## config.mk

```make
export PLATFORM = sky130hd
export DESIGN_NAME = life_cellular_automaton_torus
export DESIGN_NICKNAME = d
export VERILOG_FILES = /design/src/sv/lcat_pkg.sv /design/src/sv/lcat_rule.sv /design/src/sv/lcat_cell.sv /design/src/sv/lcat_seq.sv /design/src/sv/life_cellular_automaton_torus.sv
export VERILOG_INCLUDE_DIRS = /design/src /design/src/sv
export SDC_FILE = /design/constraint.sdc
export NUM_CORES = 1
export LEC_CHECK = 0
export BUFFER_PORTS_ARGS = -buffer_cell sky130_fd_sc_hd__buf_2
export CAP_MARGIN = 40
export CELL_PAD_IN_SITES_DETAIL_PLACEMENT = 0
export CELL_PAD_IN_SITES_GLOBAL_PLACEMENT = 1
export CORE_ASPECT_RATIO = 1.1
export CORE_UTILIZATION = 52
export CTS_CLUSTER_DIAMETER = 50
export CTS_CLUSTER_SIZE = 10
export DETAILED_ROUTE_END_ITERATION = 10
export GPL_TIMING_DRIVEN = 0
export PLACE_DENSITY = 0.85
export SLEW_MARGIN = 40
export SYNTH_ARGS = -nofsm -noshare
export SYNTH_HDL_FRONTEND = slang
export SYNTH_HIERARCHICAL = 1
export SYNTH_SLANG_ARGS = --single-unit
export TNS_END_PERCENT = 50
```

## constraint.sdc

```tcl
create_clock -name clk_i -period 9.88 [get_ports clk_i]
set_input_delay 1.976 -clock clk_i [delete_from_list [all_inputs] [get_ports clk_i]]
set_output_delay 1.976 -clock clk_i [all_outputs]
set_load 0.02 [all_outputs]
```

## src/sv/assert_macros.svh

```systemverilog
// ----------------------------------------------------------------------------
// Assertion macros
// Clocked concurrent assertion helpers used by the top-level RTL file.
// ----------------------------------------------------------------------------
`ifndef ASSERT_MACROS_SVH
`define ASSERT_MACROS_SVH

`ifndef SYNTH

// Checked on every rising edge of clk_i, suspended while rst_ni is low.
`define ASSERT_CLK(lbl, prop, msg) \
  lbl: assert property (@(posedge clk_i) disable iff (!rst_ni) prop) else $error(msg);

// Checked on every rising edge of clk_i, reset included.
`define ASSERT_CLK_ALWAYS(lbl, prop, msg) \
  lbl: assert property (@(posedge clk_i) prop) else $error(msg);

`else

`define ASSERT_CLK(lbl, prop, msg)
`define ASSERT_CLK_ALWAYS(lbl, prop, msg)

`endif

`endif

```

## src/sv/lcat_pkg.sv

```systemverilog
// ----------------------------------------------------------------------------
// lcat_pkg
// Types and codes shared by the toroidal life automaton modules.
// ----------------------------------------------------------------------------
`default_nettype none

package lcat_pkg;

  localparam int unsigned OpW   = 2;
  localparam int unsigned IdxW  = 4;
  localparam int unsigned BitsW = 16;

  typedef enum logic [OpW-1:0] {
    OP_WRITE   = 2'd0,
    OP_ADVANCE = 2'd1,
    OP_READ    = 2'd2
  } lcat_op_e;

  typedef enum logic [1:0] {
    ST_IDLE,
    ST_STEP,
    ST_COMMIT
  } lcat_state_e;

  // Control broadcast from the sequencer to every cell.
  typedef struct packed {
    logic shift;
    logic commit;
  } lcat_ctrl_t;

endpackage

`default_nettype wire

```

## src/sv/lcat_rule.sv

```systemverilog
// ----------------------------------------------------------------------------
// lcat_rule
// Next-generation row from three old rows, B3/S23 with column wrap-around.
// ----------------------------------------------------------------------------
`default_nettype none

module lcat_rule #(
  parameter int unsigned SIDE = 16
) (
  input  logic [SIDE-1:0] up_row_i,
  input  logic [SIDE-1:0] mid_row_i,
  input  logic [SIDE-1:0] dn_row_i,
  output logic [SIDE-1:0] new_row_o
);

  for (genvar c = 0; c < SIDE; c++) begin : g_col
    localparam int unsigned Lf = (c + SIDE - 1) % SIDE;
    localparam int unsigned Rt = (c + 1) % SIDE;
    logic [3:0] nbr;

    assign nbr = {3'b000, up_row_i[Lf]} + {3'b000, up_row_i[c]} + {3'b000, up_row_i[Rt]}
               + {3'b000, mid_row_i[Lf]} + {3'b000, mid_row_i[Rt]}
               + {3'b000, dn_row_i[Lf]} + {3'b000, dn_row_i[c]} + {3'b000, dn_row_i[Rt]};

    assign new_row_o[c] = (nbr == 4'd3) || (mid_row_i[c] && (nbr == 4'd2));
  end

endmodule

`default_nettype wire

```

## src/sv/lcat_cell.sv

```systemverilog
// ----------------------------------------------------------------------------
// lcat_cell
// One grid row: the committed row and the next-generation row, both of which
// pass to the neighboring cell on every step of a generation.
// ----------------------------------------------------------------------------
`default_nettype none

module lcat_cell #(
  parameter int unsigned SIDE = 16
) (
  input  logic               clk_i,
  input  logic               rst_ni,
  input  lcat_pkg::lcat_ctrl_t ctrl_i,
  input  logic               wr_en_i,
  input  logic [SIDE-1:0]    wr_row_i,
  input  logic [SIDE-1:0]    old_nb_i,
  input  logic [SIDE-1:0]    nxt_nb_i,
  output logic [SIDE-1:0]    old_o,
  output logic [SIDE-1:0]    nxt_o
);

  import lcat_pkg::*;

  logic [SIDE-1:0] old_q, old_d;
  logic [SIDE-1:0] nxt_q, nxt_d;

  always_comb begin
    old_d = old_q;
    nxt_d = nxt_q;
    priority if (ctrl_i.shift) begin
      old_d = old_nb_i;
      nxt_d = nxt_nb_i;
    end else if (ctrl_i.commit) begin
      old_d = nxt_q;
    end else if (wr_en_i) begin
      old_d = wr_row_i;
    end else begin
      old_d = old_q;
    end
  end

  always_ff @(posedge clk_i or negedge rst_ni) begin
    if (!rst_ni) begin
      old_q <= '0;
    end else begin
      old_q <= old_d;
    end
  end

  // Every slot is overwritten during a generation before it is committed.
  always_ff @(posedge clk_i) begin
    nxt_q <= nxt_d;
  end

  assign old_o = old_q;
  assign nxt_o = nxt_q;

endmodule

`default_nettype wire

```

## src/sv/lcat_seq.sv

```systemverilog
// ----------------------------------------------------------------------------
// lcat_seq
// Generation sequencer: rotates the row ring SIDE times, then commits.
// ----------------------------------------------------------------------------
`default_nettype none

module lcat_seq #(
  parameter int unsigned SIDE = 16
) (
  input  logic                 clk_i,
  input  logic                 rst_ni,
  input  logic                 start_i,
  output logic                 idle_o,
  output lcat_pkg::lcat_ctrl_t ctrl_o
);

  import lcat_pkg::*;

  localparam int unsigned CntW = $clog2(SIDE);
  localparam logic [CntW-1:0] CntLast = CntW'(SIDE - 1);

  lcat_state_e     state_q, state_d;
  logic [CntW-1:0] cnt_q, cnt_d;

  always_comb begin
    state_d       = state_q;
    cnt_d         = cnt_q;
    idle_o        = 1'b0;
    ctrl_o.shift  = 1'b0;
    ctrl_o.commit = 1'b0;
    unique case (state_q)
      ST_IDLE: begin
        idle_o = 1'b1;
        cnt_d  = '0;
        if (start_i) begin
          state_d = ST_STEP;
        end
      end
      ST_STEP: begin
        ctrl_o.shift = 1'b1;
        cnt_d        = cnt_q + 1'b1;
        if (cnt_q == CntLast) begin
          state_d = ST_COMMIT;
        end
      end
      ST_COMMIT: begin
        ctrl_o.commit = 1'b1;
        state_d       = ST_IDLE;
      end
      default: begin
        state_d = ST_IDLE;
      end
    endcase
  end

  always_ff @(posedge clk_i or negedge rst_ni) begin
    if (!rst_ni) begin
      state_q <= ST_IDLE;
      cnt_q   <= '0;
    end else begin
      state_q <= state_d;
      cnt_q   <= cnt_d;
    end
  end

endmodule

`default_nettype wire

```

## src/sv/life_cellular_automaton_torus.sv

```systemverilog
// ----------------------------------------------------------------------------
// life_cellular_automaton_torus
// B3/S23 life on a SIDE x SIDE torus held in a ring of row cells.
// ----------------------------------------------------------------------------
//
// Channel  Dir  Fields (low bit first)
// s_axis   in   op[1:0], row_index[5:2], row_bits[21:6] in tdata[23:0]
// m_axis   out  read_bits[15:0] in tdata[15:0], one transfer per input item
//
// An advance holds off input through SIDE ring steps, in each of which the
// rule unit at the head of the ring produces one new row, and a commit step
// that updates all rows at once. Reset clears the committed row of every
// cell at once. While the sequencer is idle, the output register frees the
// input side whenever it is empty or being taken in the same cycle; while a
// result stalls on m_axis, no new item is taken.
// ----------------------------------------------------------------------------
`default_nettype none

`include "assert_macros.svh"

module life_cellular_automaton_torus #(
  parameter int unsigned SIDE = 16
) (
  input  logic        clk_i,
  input  logic        rst_ni,
  input  logic        s_axis_tvalid_i,
  output logic        s_axis_tready_o,
  input  logic [23:0] s_axis_tdata_i,   // op[1:0], row_index[5:2], row_bits[21:6]
  output logic        m_axis_tvalid_o,
  input  logic        m_axis_tready_i,
  output logic [15:0] m_axis_tdata_o    // read_bits[15:0]
);

  import lcat_pkg::*;

  logic [OpW-1:0]   op;
  logic [IdxW-1:0]  row_index;
  logic [BitsW-1:0] row_bits;

  assign op        = s_axis_tdata_i[1:0];
  assign row_index = s_axis_tdata_i[5:2];
  assign row_bits  = s_axis_tdata_i[21:6];

  logic       seq_idle;
  lcat_ctrl_t ctrl;
  logic       in_xfer;
  logic       do_write, do_read, do_advance;

  logic             m_valid_q, m_valid_d;
  logic [BitsW-1:0] m_data_q, m_data_d;

  assign s_axis_tready_o = seq_idle && (!m_valid_q || m_axis_tready_i);
  assign in_xfer         = s_axis_tvalid_i && s_axis_tready_o;

  always_comb begin
    do_write   = 1'b0;
    do_read    = 1'b0;
    do_advance = 1'b0;
    unique case (op)
      OP_WRITE:   do_write   = in_xfer;
      OP_ADVANCE: do_advance = in_xfer;
      OP_READ:    do_read    = in_xfer;
      default:    ;
    endcase
  end

  lcat_seq #(.SIDE(SIDE)) u_seq (
    .clk_i   (clk_i),
    .rst_ni  (rst_ni),
    .start_i (do_advance),
    .idle_o  (seq_idle),
    .ctrl_o  (ctrl)
  );

  // Row bits widened or trimmed to the ring width.
  logic [SIDE+BitsW-1:0] wr_ext;
  logic [SIDE-1:0]       wr_row;
  assign wr_ext = {{SIDE{1'b0}}, row_bits};
  assign wr_row = wr_ext[SIDE-1:0];

  logic [SIDE-1:0] old_rows [SIDE];
  logic [SIDE-1:0] nxt_rows [SIDE];
  logic [SIDE-1:0] rule_row;

  // The head cell takes the new row of its upstream neighbor's row, so the
  // new ring stays aligned with the old ring as both rotate.
  lcat_rule #(.SIDE(SIDE)) u_rule (
    .up_row_i  (old_rows[0]),
    .mid_row_i (old_rows[1]),
    .dn_row_i  (old_rows[2]),
    .new_row_o (rule_row)
  );

  for (genvar k = 0; k < SIDE; k++) begin : g_cell
    localparam int unsigned Nb = (k + 1) % SIDE;
    logic            wr_en;
    logic [SIDE-1:0] nxt_nb;

    assign wr_en  = do_write && (32'(row_index) == k);
    assign nxt_nb = (k == 0) ? rule_row : nxt_rows[Nb];

    lcat_cell #(.SIDE(SIDE)) u_cell (
      .clk_i    (clk_i),
      .rst_ni   (rst_ni),
      .ctrl_i   (ctrl),
      .wr_en_i  (wr_en),
      .wr_row_i (wr_row),
      .old_nb_i (old_rows[Nb]),
      .nxt_nb_i (nxt_nb),
      .old_o    (old_rows[k]),
      .nxt_o    (nxt_rows[k])
    );
  end

  // Row select for reads; an index past the last row reads as zero.
  logic [SIDE-1:0]       rd_row;
  logic [SIDE+BitsW-1:0] rd_ext;

  always_comb begin
    rd_row = '0;
    for (int k = 0; k < SIDE; k++) begin
      if (32'(row_index) == k) begin
        rd_row = old_rows[k];
      end
    end
  end

  assign rd_ext = {{BitsW{1'b0}}, rd_row};

  always_comb begin
    m_valid_d = m_valid_q;
    m_data_d  = m_data_q;
    if (m_axis_tready_i) begin
      m_valid_d = 1'b0;
    end
    if (in_xfer) begin
      m_valid_d = 1'b1;
      m_data_d  = do_read ? rd_ext[BitsW-1:0] : '0;
    end
  end

  always_ff @(posedge clk_i or negedge rst_ni) begin
    if (!rst_ni) begin
      m_valid_q <= 1'b0;
    end else begin
      m_valid_q <= m_valid_d;
    end
  end

  always_ff @(posedge clk_i) begin
    m_data_q <= m_data_d;
  end

  assign m_axis_tvalid_o = m_valid_q;
  assign m_axis_tdata_o  = m_data_q;

  `ASSERT_CLK(a_adv_starts_ring, do_advance |=> ctrl.shift, "advance did not start the ring")
  `ASSERT_CLK_ALWAYS(a_ctrl_excl, !(ctrl.shift && ctrl.commit), "shift and commit together")
  `ASSERT_CLK(a_commit_ends, ctrl.commit |=> seq_idle, "sequencer not idle after commit")
  `ASSERT_CLK(a_xfer_gives_result, in_xfer |=> m_valid_q, "accepted item gave no result")
  `ASSERT_CLK(a_busy_blocks_in, !seq_idle |-> !in_xfer, "item taken during a generation")

endmodule

`default_nettype wire
```

# == Yosys cells after proc, flatten, opt, wreduce, memory -nomap -nowiden ==
# Index checks and enable logic that the tools add are counted.
# totals
input_bits,28
elab_cells,353
out_inout_bits,18
ff_bits,535
# op_classes
n_eq_ne,54
reduce_logical,74
addsub,113
mux,76
# op_table
operator,n
two-way mux 16 bit,64
adder 4 x 1 -> 4 bit,96
equality test 4 x 2 -> 1 bit (second input constant),34
nonzero test 3 bit,16
equality test 4 bit (second input constant),9
logical AND 1 bit,34
adder 1 x 1 -> 2 bit,16
logical OR 1 bit,17
equality test 4 x 3 -> 1 bit (second input constant),4
two-way mux 1 bit,8
case mux 4 bit (2 select lines),1
adder 4 x 1 -> 4 bit (second input constant),1
equality test 2 x 1 -> 1 bit (second input constant),2
equality test 2 bit (second input constant),2
equality test 4 x 1 -> 1 bit (second input constant),1
logical NOT 2 bit,2
logical NOT 4 bit,1
two-way mux 2 bit,2
case mux 2 bit (2 select lines),1
nonzero test 2 bit,2
!= test 2 x 1 -> 1 bit (second input constant),1
!= test 2 bit (second input constant),1
AND reduction 2 bit,1
logical NOT 1 bit,1

# == Depth between registers and ports, before layout ==
# Gate-level depths: netlist of run 1.
# depth
ltp_word,17
depth_mapped,11

# == By module ==
# Netlist of run 1, hierarchy kept.
# modules_own_cells
module,area_each_um2,cells_each,n_inst
lcat_cell,1357.6,103,16
life_cellular_automaton_torus,3503.4,430,1
lcat_rule,2700.1,296,1
lcat_seq,302.8,28,1

# == Least setup slack after synthesis of run 1 ==
# OpenSTA, ideal clock, no wires.
# synth_timing
path_type,flip-flop to flip-flop
start,reg u_seq.state_q[1]
end,reg g_cell[0].u_cell.old_q[0]
stages_incl_launch_ff,7
path_buffers,2
period_less_slack_ns,8.756
arrival_time_ns,8.678
path_slack_ns,1.124
t_required_ns,9.802
path_cell_list,dfrtp_1 buf_6 nand2b_4 inv_1 buf_2 a22oi_1 o21ai_1
# synth_lines
item,line,source
"start, declared",lcat_seq.sv:22,"lcat_state_e state_q, state_d;"
"start signal, assigned",lcat_seq.sv:61,state_q <= state_d;
"end signal, assigned",lcat_cell.sv:46,old_q <= old_d;
"end, declared",lcat_cell.sv:24,"logic [SIDE-1:0] old_q, old_d;"

# == Worst setup path in the final report of run 1 ==
# layout_timing
start,in m_axis_tready_i
end,out s_axis_tready_o
# layout_via
elab_chain_len,2
# layout_rtl
item,line,source
"start, declared",life_cellular_automaton_torus.sv:30,"input logic m_axis_tready_i,"
logical OR 1 bit,life_cellular_automaton_torus.sv:52,assign s_axis_tready_o = seq_idle && (!m_valid_q || m_axis_tready_i);
logical AND 1 bit,life_cellular_automaton_torus.sv:52,
"end, declared",life_cellular_automaton_torus.sv:27,"output logic s_axis_tready_o,"
# Every way passes these cells.

==> results of run 1 <==
flip-flops by register name (all words and copies together) (netlist names):
signal	flops
u_seq/state_q	2
m_axis_tdata_o	16
g_cell.u_cell/old_o	256
u_seq/cnt_q	4
m_axis_tvalid_o	1
g_cell.u_cell/nxt_o	256
how the worst max path moves through the flow:
stage | start | endpoint | depth (start not counted)
global placement | u_seq/state_q[1] | g_cell[2].u_cell/old_o[13] | 5
global route | m_axis_tready_i | s_axis_tready_o | 4
floorplan | u_seq/state_q[1] | g_cell[0].u_cell/old_o[0] | 6
CTS | m_axis_tready_i | s_axis_tready_o | 4
detailed placement | m_axis_tready_i | g_cell[1].u_cell/old_o[11] | 10
finish | m_axis_tready_i | s_axis_tready_o | 4
synth_stat cells, drive strengths merged, types with 3 or more instances:
master / n
o22ai: 19
o221ai: 6
nor2: 39
a221oi: 11
mux4: 13
and3b: 209
nor3: 30
and2: 3
a2111oi: 4
clkbuf: 24
mux2: 24
a22oi: 311
nand2: 29
edfxtp: 272
o21ai: 317
o32ai: 3
or3: 3
a211oi: 8
nand3: 27
fa: 64
or2: 16
nand2b: 12
dfrtp: 263
mux2i: 32
a31oi: 17
inv: 112
buf: 153
o211ai: 9
ha: 49
and2b: 4
and3: 3
nor2b: 24
a21oi: 267
per-layer routing:
layer	wire length, µm	up-vias	GRT usage
met1	41160	11276	0.5283
met2	46010	1632	0.5746
met5	31	-	0
li1	-	9440	-
met3	11670	368	0.07740
met4	6807	4	0.2206
cell usage in the layout (no fill, tap or decap), types with 64 or more instances in the layout:
| master | n |
|---|---|
| sky130_fd_sc_hd__a22oi_1 | 310 |
| sky130_fd_sc_hd__edfxtp_1 | 272 |
| sky130_fd_sc_hd__a21oi_1 | 266 |
| sky130_fd_sc_hd__dfrtp_1 | 263 |
| sky130_fd_sc_hd__and3b_1 | 209 |
| sky130_fd_sc_hd__o21ai_0 | 187 |
| sky130_fd_sc_hd__o21ai_1 | 130 |
| sky130_fd_sc_hd__inv_1 | 111 |
| sky130_fd_sc_hd__buf_2 | 104 |
| sky130_fd_sc_hd__clkbuf_16 | 70 |
| sky130_fd_sc_hd__fa_1 | 64 |
critical path: stages:
cell,delay (ps)
sky130_fd_sc_hd__buf_2,90
sky130_fd_sc_hd__nand2b_1,170
sky130_fd_sc_hd__and2_1,170
sky130_fd_sc_hd__buf_2,150
per-stage QoR:
| step | area, µm² | instances | worst slack (ps) | total power, mW | hold WS, ps |
|---|---|---|---|---|---|
| floorplan | 28230 | 2402 | 1124 | 5.799 | 426.7 |
| global placement | 29350 | 3172 | -2400 | 6.921 | 429.9 |
| detailed placement | 29670 | 3183 | 4958 | 6.956 | 434.1 |
| CTS | 31710 | 3305 | 5344 | 9.279 | 436.6 |
| global route | 31710 | 3305 | 5307 | 9.722 | 454.0 |
| finish | 31710 | 3306 | 5341 | 9.350 | 445.1 |
power breakdown:
group	internal (mW)	switching (mW)	total (mW)
clock	1.34	0.952	2.29
sequential	3.53	1.12	4.65
combinational	0.867	1.54	2.41
cell type report:
type / count / area, µm²
well taps: 728 / 910.9
clock inverters: 13 / 107.6
flip-flops and latches: 535 / 14750
inverters: 112 / 427.9
repair buffers: 53 / 500.5
plain buffers: 177 / 1221
fillers: 4448 / 21960
clock buffers: 109 / 1928
diodes: 1 / 2.502
multi-input cells: 1578 / 11860
cells by family after synthesis:
group,Yosys count
multiplexers,69
buffers and inverters,289
flip-flops,535
AO/OA/AOI/OAI,988
adder cells (fa/ha/maj),113
AND/OR/NAND/NOR,408
==> key figures, run 1 <==
Timing
  – Max Freq: 0.2203 GHz
  – Number of endpoints failing setup at the final stage: 0
  – Minimum clock period after layout: 4539 ps
  – Final clock skew: 28.52 ps
  – Final Hold Violating Endpoints: 0
  – Final Max Tran Viols: 0
  – Remaining max-slew budget at the tightest pin: 0.4186
  – Share of the clock period used by the worst path after layout: 0.4594
  – Sum of negative setup slack: 0 ps
  – Setup repair after global routing missed its margin: false
  – Slew @ Worst Pin: 865.5 ps

Logic synthesis
  – Cell variety after synth: 70
  – Seq/Total Area, Yosys: 0.5225
  – Area share of the leading cell type in the synthesized netlist: 0.2894
  – Yosys Warn Count: 6
  – Register bit total from synthesis: 535
  – Mean instance size in the synthesized netlist: 11.75 µm²
  – EDFF count, synth: 272
  – Fraction of the mapped netlist area in compound gates: 0.2128
  – Synth Net Count: 2,543
  – Share of the synthesized netlist area taken by xor and xnor gates: 0
  – FFs w/ async S/R, synth: 0.4916
  – Post-Syn Area: 28,230 µm²
  – Area contributors post-synth: sky130_fd_sc_hd__edfxtp_1 (29%), sky130_fd_sc_hd__dfrtp_1 (23%), sky130_fd_sc_hd__a22oi_1 (8.2%), sky130_fd_sc_hd__and3b_1 (6.5%), sky130_fd_sc_hd__a21oi_1 (4.7%)
  – Number of instances in the synthesized netlist: 2,402
  – Area share of and/or/nand/nor cells after synthesis: 0.1081
  – Combinational family with the most area after synthesis: compound AO/OA/AOI/OAI gates
  – Most frequently used flop master after synthesis: sky130_fd_sc_hd__edfxtp_1
  – Proportion of synthesized area in mux cells: 0.03129
  – Largest area contributor in the synthesized netlist: sky130_fd_sc_hd__edfxtp_1
  – Adder-Cell Fraction of Synth Area: 0.06711

Floorplanning
  – Cell row count: 89
  – Die area: 55,220 µm²
  – I/O pin count: 46
  – Die Width: 224.1 µm
  – Initial Util: 0.5259
  – Die height: 246.4 µm
  – Core Area: 53,670 µm²

Routing
  – Post-detailed-route via-to-cell ratio: 6.872
  – Starting DRC count in detailed routing: 2,927
  – ANT nets after route: 0
  – Post-Route WL: 105,700 µm
  – Number of optimization iterations in the first detailed-route pass: 6
  – Drt drc: 0
  – Routed via count: 22,720
  – Routed wire per std cell: 31.97 µm

Global routing
  – Number of global-route vias before repair: 22,026
  – Largest net degree at the start of global routing: 80
  – First-pass GRT wire length: 151,600 µm
  – Total Routing Usage GR: 0.3861
  – Antenna violations before repair: 5
  – Global-route congestion overflow total: 0

Setup path
  – Critical Path RT: 7900 ps
  – Critical path class: in2out
  – Kind of capture point of the worst setup path: primary output
  – FF-to-FF setup slack: 6200 ps
  – Worst-case reg-to-reg path depth: 8
  – Reg-to-reg endpoint: g_cell[1].u_cell/old_o[15]
  – Launch point of the worst reg-to-reg path: u_seq/state_q[0]
  – Kind of start point of the critical path: input port
  – Worst Path Max Fanout: 4
  – Endpoint arrival time on the critical path: 2560 ps

Outcome
  – Run status: finished, final reports clean

Pwr
  – IR drop worst, VDD: 0.2620 mV
  – Power per cell area: 294.8 nW/µm²
  – Leakage power of the design: 13.17 nW

Clocking
  – Worst-Skew Late Latency: 630 ps
  – Number of sinks handled by clock tree synthesis: 535
  – Num CTS Buffers: 67
  – Number of post-CTS setup repair buffers: 0
  – CTS tree: yes
  – Number of H-tree branching levels: 3
  – Clock buffer depth: 3
  – CTS clk-pin slew, worst paths: 50 ps
  – CTS Hold Buffers Added: 0
  – Clock Tree Root: sky130_fd_sc_hd__clkbuf_16
  – # resized after CTS: 0

Cells and area
  – Layout area overhead: 12.34%
  – Layout cell share with drive strength beyond 1: 0.1471
  – Final Core Density: 0.5908
  – Final #Nets: 2,665

Placement
  – Placed wire-length estimate after detailed placement: 76,120 µm
  – Final RePlAce weighted congestion: 1.036
  – Count of buffers from port buffering: 42

Min path
  – Depth of the worst hold-timing path: 0
  – Path category of the worst min-delay check: reg2reg
  – Launch point of the worst hold path: g_cell[8].u_cell/nxt_o[2]
  – Hold Crit Endpoint: g_cell[7].u_cell/nxt_o[2]

Job
  – Max_cap viols: 0
Power figures use the tool's default switching activity.
==> run 2: changes to the inputs <==
CORE_UTILIZATION = 47   (was 52)
PLACE_DENSITY = 0.81   (was 0.85)
clock period = 3.9 ns   (was 9.88 ns; I/O delays follow)
==> key figures, run 2 (synthesized netlist as in run 1, its figures left out) <==
Outcome
  – Run status: finished, final reports clean

Floorplanning
  – Die Width: 235.7 µm
  – Initial Util: 0.4785
  – Die height: 259.0 µm
  – Die area: 61,040 µm²
  – Cell row count: 93
  – Core Area: 59,000 µm²
  – I/O pin count: 46

Cells and area
  – Final Non-Filler Cells: 3,357
  – Most frequent cells in the layout: sky130_fd_sc_hd__a22oi_1 (310), sky130_fd_sc_hd__edfxtp_1 (272), sky130_fd_sc_hd__a21oi_1 (266)
  – Layout cell share with drive strength beyond 1: 0.1568
  – Layout area overhead: 14.18%
  – Final #Nets: 2,685
  – Final design area excluding fillers: 32,230 µm²
  – Layout fillers: 4,982
  – Most common cell after layout, fill and taps aside: sky130_fd_sc_hd__a22oi_1

Timing
  – PnR worst setup slack: 255.2 ps
  – Final clock skew: 27.11 ps
  – Setup repair after global routing missed its margin: false
  – Share of the clock period used by the worst path after layout: 0.9346
  – Final Hold Violating Endpoints: 0
  – Final Max Tran Viols: 0
  – Minimum clock period after layout: 3645 ps
  – Number of endpoints failing setup at the final stage: 0
  – Sum of negative setup slack: 0 ps
  – Remaining max-slew budget at the tightest pin: 0.4571
  – Slew @ Worst Pin: 812.3 ps
  – Max Freq: 0.2744 GHz

Routing
  – Post-detailed-route via-to-cell ratio: 6.823
  – Drt drc: 0
  – Top routing layer used: met5
  – Routed via count: 22,904
  – Met3 Routed Length: 11,870 µm
  – Post-Route WL: 108,200 µm
  – Routed wire per std cell: 32.24 µm
  – Starting DRC count in detailed routing: 3,623
  – Detailed-routed wire length on met2: 48,090 µm
  – Metal-1 WL: 42,090 µm
  – Number of optimization iterations in the first detailed-route pass: 8
  – ANT nets after route: 0

Setup path
  – Master of the slowest instance on the critical path: sky130_fd_sc_hd__dfrtp_1
  – Worst Path Max Fanout: 5
  – Critical Path RT: 4340 ps
  – Number of buffer and inverter stages on the critical path: 2
  – Kind of start point of the critical path: flip-flop
  – Ordered cell list for the critical path: inv_1 > fa_1 > fa_1 > fa_1 > inv_1 > ha_1 > fa_1 > or2_2 > a21oi_1
  – Critical path class: reg2reg
  – Cell repeated most along the worst path: sky130_fd_sc_hd__fa_1
  – Kind of capture point of the worst setup path: flip-flop
  – Largest stage delay, worst path: 620 ps
  – Kind of cell with the highest combined delay on the critical path: adder cells
  – Endpoint arrival time on the critical path: 4080 ps

Placement
  – Placed wire-length estimate after detailed placement: 77,550 µm
  – Count of buffers from port buffering: 42
  – Area post-placement: 30,030 µm²
  – Worst slack after detailed placement: 200.6 ps
  – Placed Cells incl. Taps: 3,230
  – Final RePlAce weighted congestion: 0.9745

Global routing
  – Largest net degree at the start of global routing: 69
  – Total Routing Usage GR: 0.3564
  – Global-route congestion overflow total: 0
  – Number of global-route vias before repair: 22,355
  – First-pass GRT wire length: 156,500 µm
  – Antenna violations before repair: 7

Min path
  – Path category of the worst min-delay check: reg2reg

Clocking
  – CTS clk-pin slew, worst paths: 50 ps
  – Number of post-CTS setup repair buffers: 0
  – Num CTS Buffers: 71
  – Clock buffer depth: 3
  – Number of sinks handled by clock tree synthesis: 535
  – Number of H-tree branching levels: 3
  – Clock Tree Root: sky130_fd_sc_hd__clkbuf_16
  – CTS tree: yes
  – Worst-Skew Late Latency: 620 ps

Pwr
  – Final Power: 24.52 mW
  – IR drop worst, VDD: 0.3513 mV
  – Leakage power of the design: 13.38 nW
  – Power per cell area: 760.7 nW/µm²

Job
  – Max_cap viols: 0
## run 2: cell type report
cell class | count | area, µm² | share of cell area
clock buffers | 103 | 1991 | 0.06176
inverters | 112 | 424.2 | 0.01316
clock inverters | 21 | 192.7 | 0.005978
flip-flops and latches | 535 | 14750 | 0.4576
diodes | 2 | 5.005 | 0.0001553
well taps | 760 | 950.9 | 0.02950
multi-input cells | 1578 | 11870 | 0.3682
plain buffers | 177 | 1221 | 0.03789
repair buffers | 69 | 828.3 | 0.02570
## run 2: metal layers
metal,track usage,up-vias
met4,0.1930,8
met1,0.4824,11458
li1,-,9487
met3,0.07348,342
met5,0,-
met2,0.5408,1609
## run 2: final timing paths
kind                                             startpoint                          end  slack [ps]  cells after the start
worst max-delay path             g_cell[0].u_cell/old_o[12]   g_cell[0].u_cell/nxt_o[13]         260                      9
worst min-delay path            g_cell[15].u_cell/nxt_o[12]  g_cell[14].u_cell/nxt_o[12]         450                      0
worst max register to register   g_cell[0].u_cell/old_o[12]   g_cell[0].u_cell/nxt_o[13]         260                      9
worst min register to register  g_cell[15].u_cell/nxt_o[12]  g_cell[14].u_cell/nxt_o[12]         450                      0
max in group asynchronous                            rst_ni   g_cell[11].u_cell/old_o[3]        2250                      4
min in group asynchronous                            rst_ni               u_seq/cnt_q[2]         590                      2
## run 2: per-stage QoR
step           hold WS [ps]  utilization
2_1_floorplan         426.7            -
6_report              446.4       0.5463
3_5_place_dp          435.7       0.5090
3_3_place_gp          435.3       0.4982
4_1_cts               448.1       0.5462
5_1_grt               454.1       0.5463
## run 2: report_power, final
part	internal (mW)	total [mW]	leakage [nW]	switching [mW]
clock	3.68	6.16	1.06	2.48
sequential	8.92	11.8	6.48	2.92
combinational	2.47	6.51	5.83	4.04
## run 2: what timing repair did
action                     CTS  global route
hold buffers                 1             0
gates resized for setup      0             1
hold endpoints to repair    11             0
setup endpoints to repair    0             1
